--- config.mk ---
export PLATFORM = sky130hd
export DESIGN_NAME = mtdm_ctrl
export DESIGN_NICKNAME = d
export VERILOG_FILES = /design/src/sv/mtdm_pkg.sv /design/src/sv/mtdm_ctrl.sv
export SDC_FILE = /design/constraint.sdc
export NUM_CORES = 1
export LEC_CHECK = 0
export ABC_AREA = 1
export BUFFER_PORTS_ARGS = -buffer_cell sky130_fd_sc_hd__buf_4
export CELL_PAD_IN_SITES_DETAIL_PLACEMENT = 1
export CELL_PAD_IN_SITES_GLOBAL_PLACEMENT = 2
export CORE_MARGIN = 8
export CORE_UTILIZATION = 24
export CTS_BUF_LIST = sky130_fd_sc_hd__clkbuf_16
export DETAILED_ROUTE_END_ITERATION = 16
export GPL_ROUTABILITY_DRIVEN = 0
export PLACE_DENSITY = 0.78
export SLEW_MARGIN = 10
export SYNTH_ARGS = -nofsm -noshare
export SYNTH_HDL_FRONTEND = slang
export SYNTH_SLANG_ARGS = --single-unit
--- constraint.sdc ---
create_clock -name clk -period 1.2 [get_ports clk]
set_input_delay 0.06 -clock clk [delete_from_list [all_inputs] [get_ports clk]]
set_output_delay 0.06 -clock clk [all_outputs]
set_load 0.01 [all_outputs]
--- src/sv/mtdm_pkg.sv ---
// Shared types and constants for the multi-tap delay mixer.
// No dependencies; every other file of the block but mtdm_ram refers to it by scoped names.

package mtdm_pkg;

	// Field widths
	localparam int SAMPLE_W   = 16;
	localparam int DELAY_W    = 10;
	localparam int GAIN_W     = 16;
	localparam int MIX_W      = 19;
	localparam int TAP_SLOTS  = 4;
	localparam int TAP_W      = 2;
	localparam int CFG_IDX_W  = 3;
	localparam int CFG_DATA_W = 16;

	// Product magnitude and per-tap term widths
	localparam int PROD_W = 2 * SAMPLE_W;
	localparam int Q15    = 15;
	localparam int QUOT_W = PROD_W - Q15;
	localparam int TERM_W = QUOT_W + 1;

	// Q15 gain divisor (0x7fff) and twice it
	localparam logic [QUOT_W-1:0] GAIN_DIV   = QUOT_W'(32'h0000_7fff);
	localparam logic [QUOT_W-1:0] GAIN_DIV_2 = QUOT_W'(32'h0000_fffe);

	// Configuration register indexes
	typedef enum logic [CFG_IDX_W-1:0] {
		REG_TAP0_DELAY = 3'd0,
		REG_TAP1_DELAY = 3'd1,
		REG_TAP2_DELAY = 3'd2,
		REG_TAP3_DELAY = 3'd3,
		REG_TAP0_GAIN  = 3'd4,
		REG_TAP1_GAIN  = 3'd5,
		REG_TAP2_GAIN  = 3'd6,
		REG_TAP3_GAIN  = 3'd7
	} cfg_reg_t;

	// Controller to datapath commands
	typedef struct packed {
		logic             accept;
		logic             issue;
		logic [TAP_W-1:0] tap;
		logic             load_out;
	} dp_cmd_t;

	// Datapath to controller status
	typedef struct packed {
		logic cfg_busy;
		logic pipe_busy;
	} dp_sts_t;

endpackage

--- src/sv/mtdm_ctrl.sv ---
// Sequencer of the multi-tap delay mixer: input/output handshake and tap stepping.
// Depends on mtdm_pkg for the command and status structs.

module mtdm_ctrl #(
	parameter int NUM_TAPS = 4
) (
	input  logic                clk,
	input  logic                arst_n,
	input  logic                in_valid,
	output logic                in_ready,
	output logic                out_valid,
	input  logic                out_ready,
	input  mtdm_pkg::dp_sts_t   sts,
	output mtdm_pkg::dp_cmd_t   cmd
);

	typedef enum logic [2:0] {
		ST_IDLE  = 3'b001,
		ST_RUN   = 3'b010,
		ST_DRAIN = 3'b100
	} state_t;

	localparam logic [mtdm_pkg::TAP_W-1:0] LAST_TAP = mtdm_pkg::TAP_W'(NUM_TAPS - 1);

	state_t                      state_q, state_d;
	logic [mtdm_pkg::TAP_W-1:0]  tap_q;
	logic                        out_valid_q;
	logic                        slot_free;

	assign slot_free = !out_valid_q || out_ready;
	assign out_valid = out_valid_q;

	// Commands
	always_comb begin
		in_ready     = (state_q == ST_IDLE) && !sts.cfg_busy;
		cmd.accept   = in_ready && in_valid;
		cmd.issue    = (state_q == ST_RUN);
		cmd.tap      = tap_q;
		cmd.load_out = (state_q == ST_DRAIN) && !sts.pipe_busy && slot_free;
	end

	// Next state
	always_comb begin
		state_d = state_q;
		unique case (state_q)
			ST_IDLE: begin
				if (cmd.accept) state_d = ST_RUN;
			end
			ST_RUN: begin
				if (tap_q == LAST_TAP) state_d = ST_DRAIN;
			end
			ST_DRAIN: begin
				if (cmd.load_out) state_d = ST_IDLE;
			end
			default: state_d = ST_IDLE;
		endcase
	end

	// State, tap counter and output valid
	always_ff @(posedge clk or negedge arst_n) begin
		if (!arst_n) begin
			state_q     <= ST_IDLE;
			tap_q       <= '0;
			out_valid_q <= 1'b0;
		end else begin
			state_q <= state_d;
			if (cmd.accept) begin
				tap_q <= '0;
			end else if (cmd.issue) begin
				tap_q <= tap_q + 1'b1;
			end
			if (cmd.load_out) begin
				out_valid_q <= 1'b1;
			end else if (out_ready) begin
				out_valid_q <= 1'b0;
			end
		end
	end

endmodule

==> summary.txt <==
Outcome
  – Status: finished with violations
  – Failing checks: setup timing

Yosys
  – Syn Area/Cell: roughly 7.9 um2
  – Dominant synthesized flop cell: dfrtp_1
  – #FFs+latches synth: 6
  – Mapped cell area: 377.9 um2
  – Syn. warnings: 0
  – Top-area cell type share of the netlist area: 33.11%
  – Net Count, Synth: 55
  – Distinct cells, synth: 16
  – Post-synth top cells: nand2_1, inv_1, dfrtp_1
  – Register area share after synthesis: 40.07%
  – Syn Inst Count: 48
  – Post-synth EDFFs: 0
  – Most frequent cell after synthesis: nand2_1
  – Cell taking the most area after synthesis: dfrtp_1
  – Synth area leaders: dfrtp_1, nand2_1, inv_1, dfstp_2, nand3_4
  – Async SR Flop Fraction: 100.0%

Floorplan
  – Area of the core: between 1000 and 1500 um2
  – Die area: 3100 um2
  – IO Pins: 13
  – Die X: about 56 um
  – Initial Util: 25.38%
  – Row Count: 14
  – Die Y: 55.68 um

Global routing
  – First-pass GRT wire length: 1.925 mm
  – Largest net degree at the start of global routing: 7
  – Gr ovfl total: 0
  – Antenna violations before repair: 0
  – Vias in the first global route: 455
  – Total track usage: 7.484%

Timing
  – Hold Vio Cnt, Final: 0
  – Final period util: 107.1%
  – Min cycle time layout: roughly 1300 ps
  – Rel. slew slack: 84.12%
  – Slew @ Worst Pin: 237.3 ps
  – Pins Over Slew Limit: 0
  – Final setup violation count: 6
  – Hold_ws: 80.34 ps
  – Final setup skew: 0.7964 ps
  – Unrepaired setup endpoints after global routing: yes
  – Max Fclk: slightly below 800 MHz
  – Final WS setup: -85.31 ps

Power and ir drop
  – VDD IR max: 1.475 mV
  – Static Leak: between 0.4 and 0.5 nW
  – Power density relative to cell area: 2259 nW/um2

Hold path
  – Type of the worst min-delay path: primary input to register
  – Hold path cells: 4
  – WHS Endpoint: out_valid$_DFFE_PN0P_
  – Worst hold path startpoint: out_ready

Worst setup path
  – CP arrival: about 1200 ps
  – CP max FO: 3
  – Critical Path Sink Type: output pin
  – FF-to-FF setup slack: -50 ps
  – R2R cell count: 7
  – Most frequent CP cell: nand2_2
  – Crit path from: state_q[0]$_DFFE_PN1P_
  – Crit-path slowest cell: dfstp_2
  – Setup CP Type: register to output pin
  – Critical path startpoint category: register
  – WP buf/inv: 2
  – Slowest stage delay, CP: 560 ps
  – Critical-path cell list: inv_2 -> nand2_2 -> nor2_4 -> nand2_2 -> nor2_2 -> buf_6
  – RR Startpoint: state_q[0]$_DFFE_PN1P_
  – End of the worst register-to-register path: tap_q[1]$_DFFE_PN0P_
  – Critical Path RT: between 1000 and 1500 ps
  – CP top delay family: flip-flops

Run
  – MaxCap Viol Count: 0

Layout
  – Nets: 85
  – Share of cells above drive strength 1: 62.34%
  – P&R area growth vs syn: 94.37%
  – Final core occ: roughly half
  – Antenna cells: 0

Detailed routing
  – Final WL: 1.169 mm
  – Detail Route Antenna Nets: 0
  – DRC: 0
  – Via Count: 396
  – 1st-iter DRT viols: 1
  – WL/cell: 12.57 um
  – Vias per cell: 4.258
  – Initial DRT Pass Iterations: 2

Clock tree
  – Htree depth: 1
  – Num Clock Sinks: 6
  – Deepest clock path buffer count: 2
  – Num CTS Buffers: 3
  – Clock latency on the worst-skew pair: roughly 230 ps
  – CTS Root Cell: clkbuf_16
  – CTS tree: built
  – Clk slew on worst S/H paths: roughly 30 ps

Placed design
  – Post-detail-place hpwl: 705.6 um
  – PortBufs: 12
  – Post-Place Setup Slack: 105.5 ps
## cell type report
| cell class | count | area (um2) |
|---|---|---|
| Timing Repair Buffer | 25 | 220.2 |
| Clock inverter | 1 | 3.754 |
| Fill cell | 167 | 754.5 |
| Multi-Input combinational cell | 29 | 212.7 |
| Sequential cell | 6 | 151.4 |
| Inverter | 13 | 51.30 |
| Clock buffer | 3 | 75.07 |
| Tap cell | 16 | 20.02 |
## metrics by stage
step,power [mW],TNS (ps),area (um2),cells
floorplan,0.6741,0,377.9,48
CTS,1.529,-296.3,656.9,89
global placement,0.8458,0,488.0,76
finish,1.659,-311.5,734.5,93
detailed placement,0.8537,0,488.0,76
global route,1.776,-804.1,734.5,93
## repair_timing
item                                   CTS  global route
buffers inserted                         8             7
pin swaps                                4             3
hold buffers                             1             0
setup endpoints to repair                2             8
resized for setup                        6            13
endpoints found under the hold margin    6             0
## sequential cells by signal, indices dropped and copies added, names as in the netlist
register   cells
state_q        3
out_valid      1
tap_q          2
## metal layers
metal	vias up	wire length (um)	GRT usage (%)
met1	187	468	7.861
met2	10	627	13.14
met5	-	0	0
met3	0	73	3.653
met4	0	0	1.408
li1	199	-	-
## cell usage in the layout, fill, tap and decap left out, drive strengths merged
cell type	synthesis	layout
buf	0	24
clkbuf	0	3
dfrtp	5	5
dfstp	1	1
dlygate4sd3	0	1
ha	1	1
inv	13	14
nand2	15	15
nand3	2	2
nor2	6	6
o21ai	2	2
o21bai	2	2
xor2	1	1
## worst min-delay path, cell delays in order
cell	delay, ps
buf_4	90
inv_1	30
nand2_1	40
nand2_1	40
## power breakdown
group	switching [mW]	internal, mW
clock network	0.112	0.432
registers	0.0888	0.286
logic	0.358	0.383
## how the worst max path moves through the flow
stage	to	slack (ps)	cells past startpoint
after global routing	cmd[4]	-150	5
final	cmd[0]	-90	6
after CTS	cmd[4]	-110	5
after detailed placement	cmd[4]	110	5
after floorplan	tap_q[0]$_DFFE_PN0P_	90	5
after global placement	cmd[4]	110	5
## logic make-up after synthesis
logic type	after synthesis	share of synthesized area [%]
AOI/OAI and AO/OA	4	8.609
xor gates and xnor gates	1	2.318
adders and majority gates	1	3.311
buffers and inverters	13	13.58
DFF	6	40.07
and+or+nand+nor	23	32.12
Power figures use the tool's default switching activity.
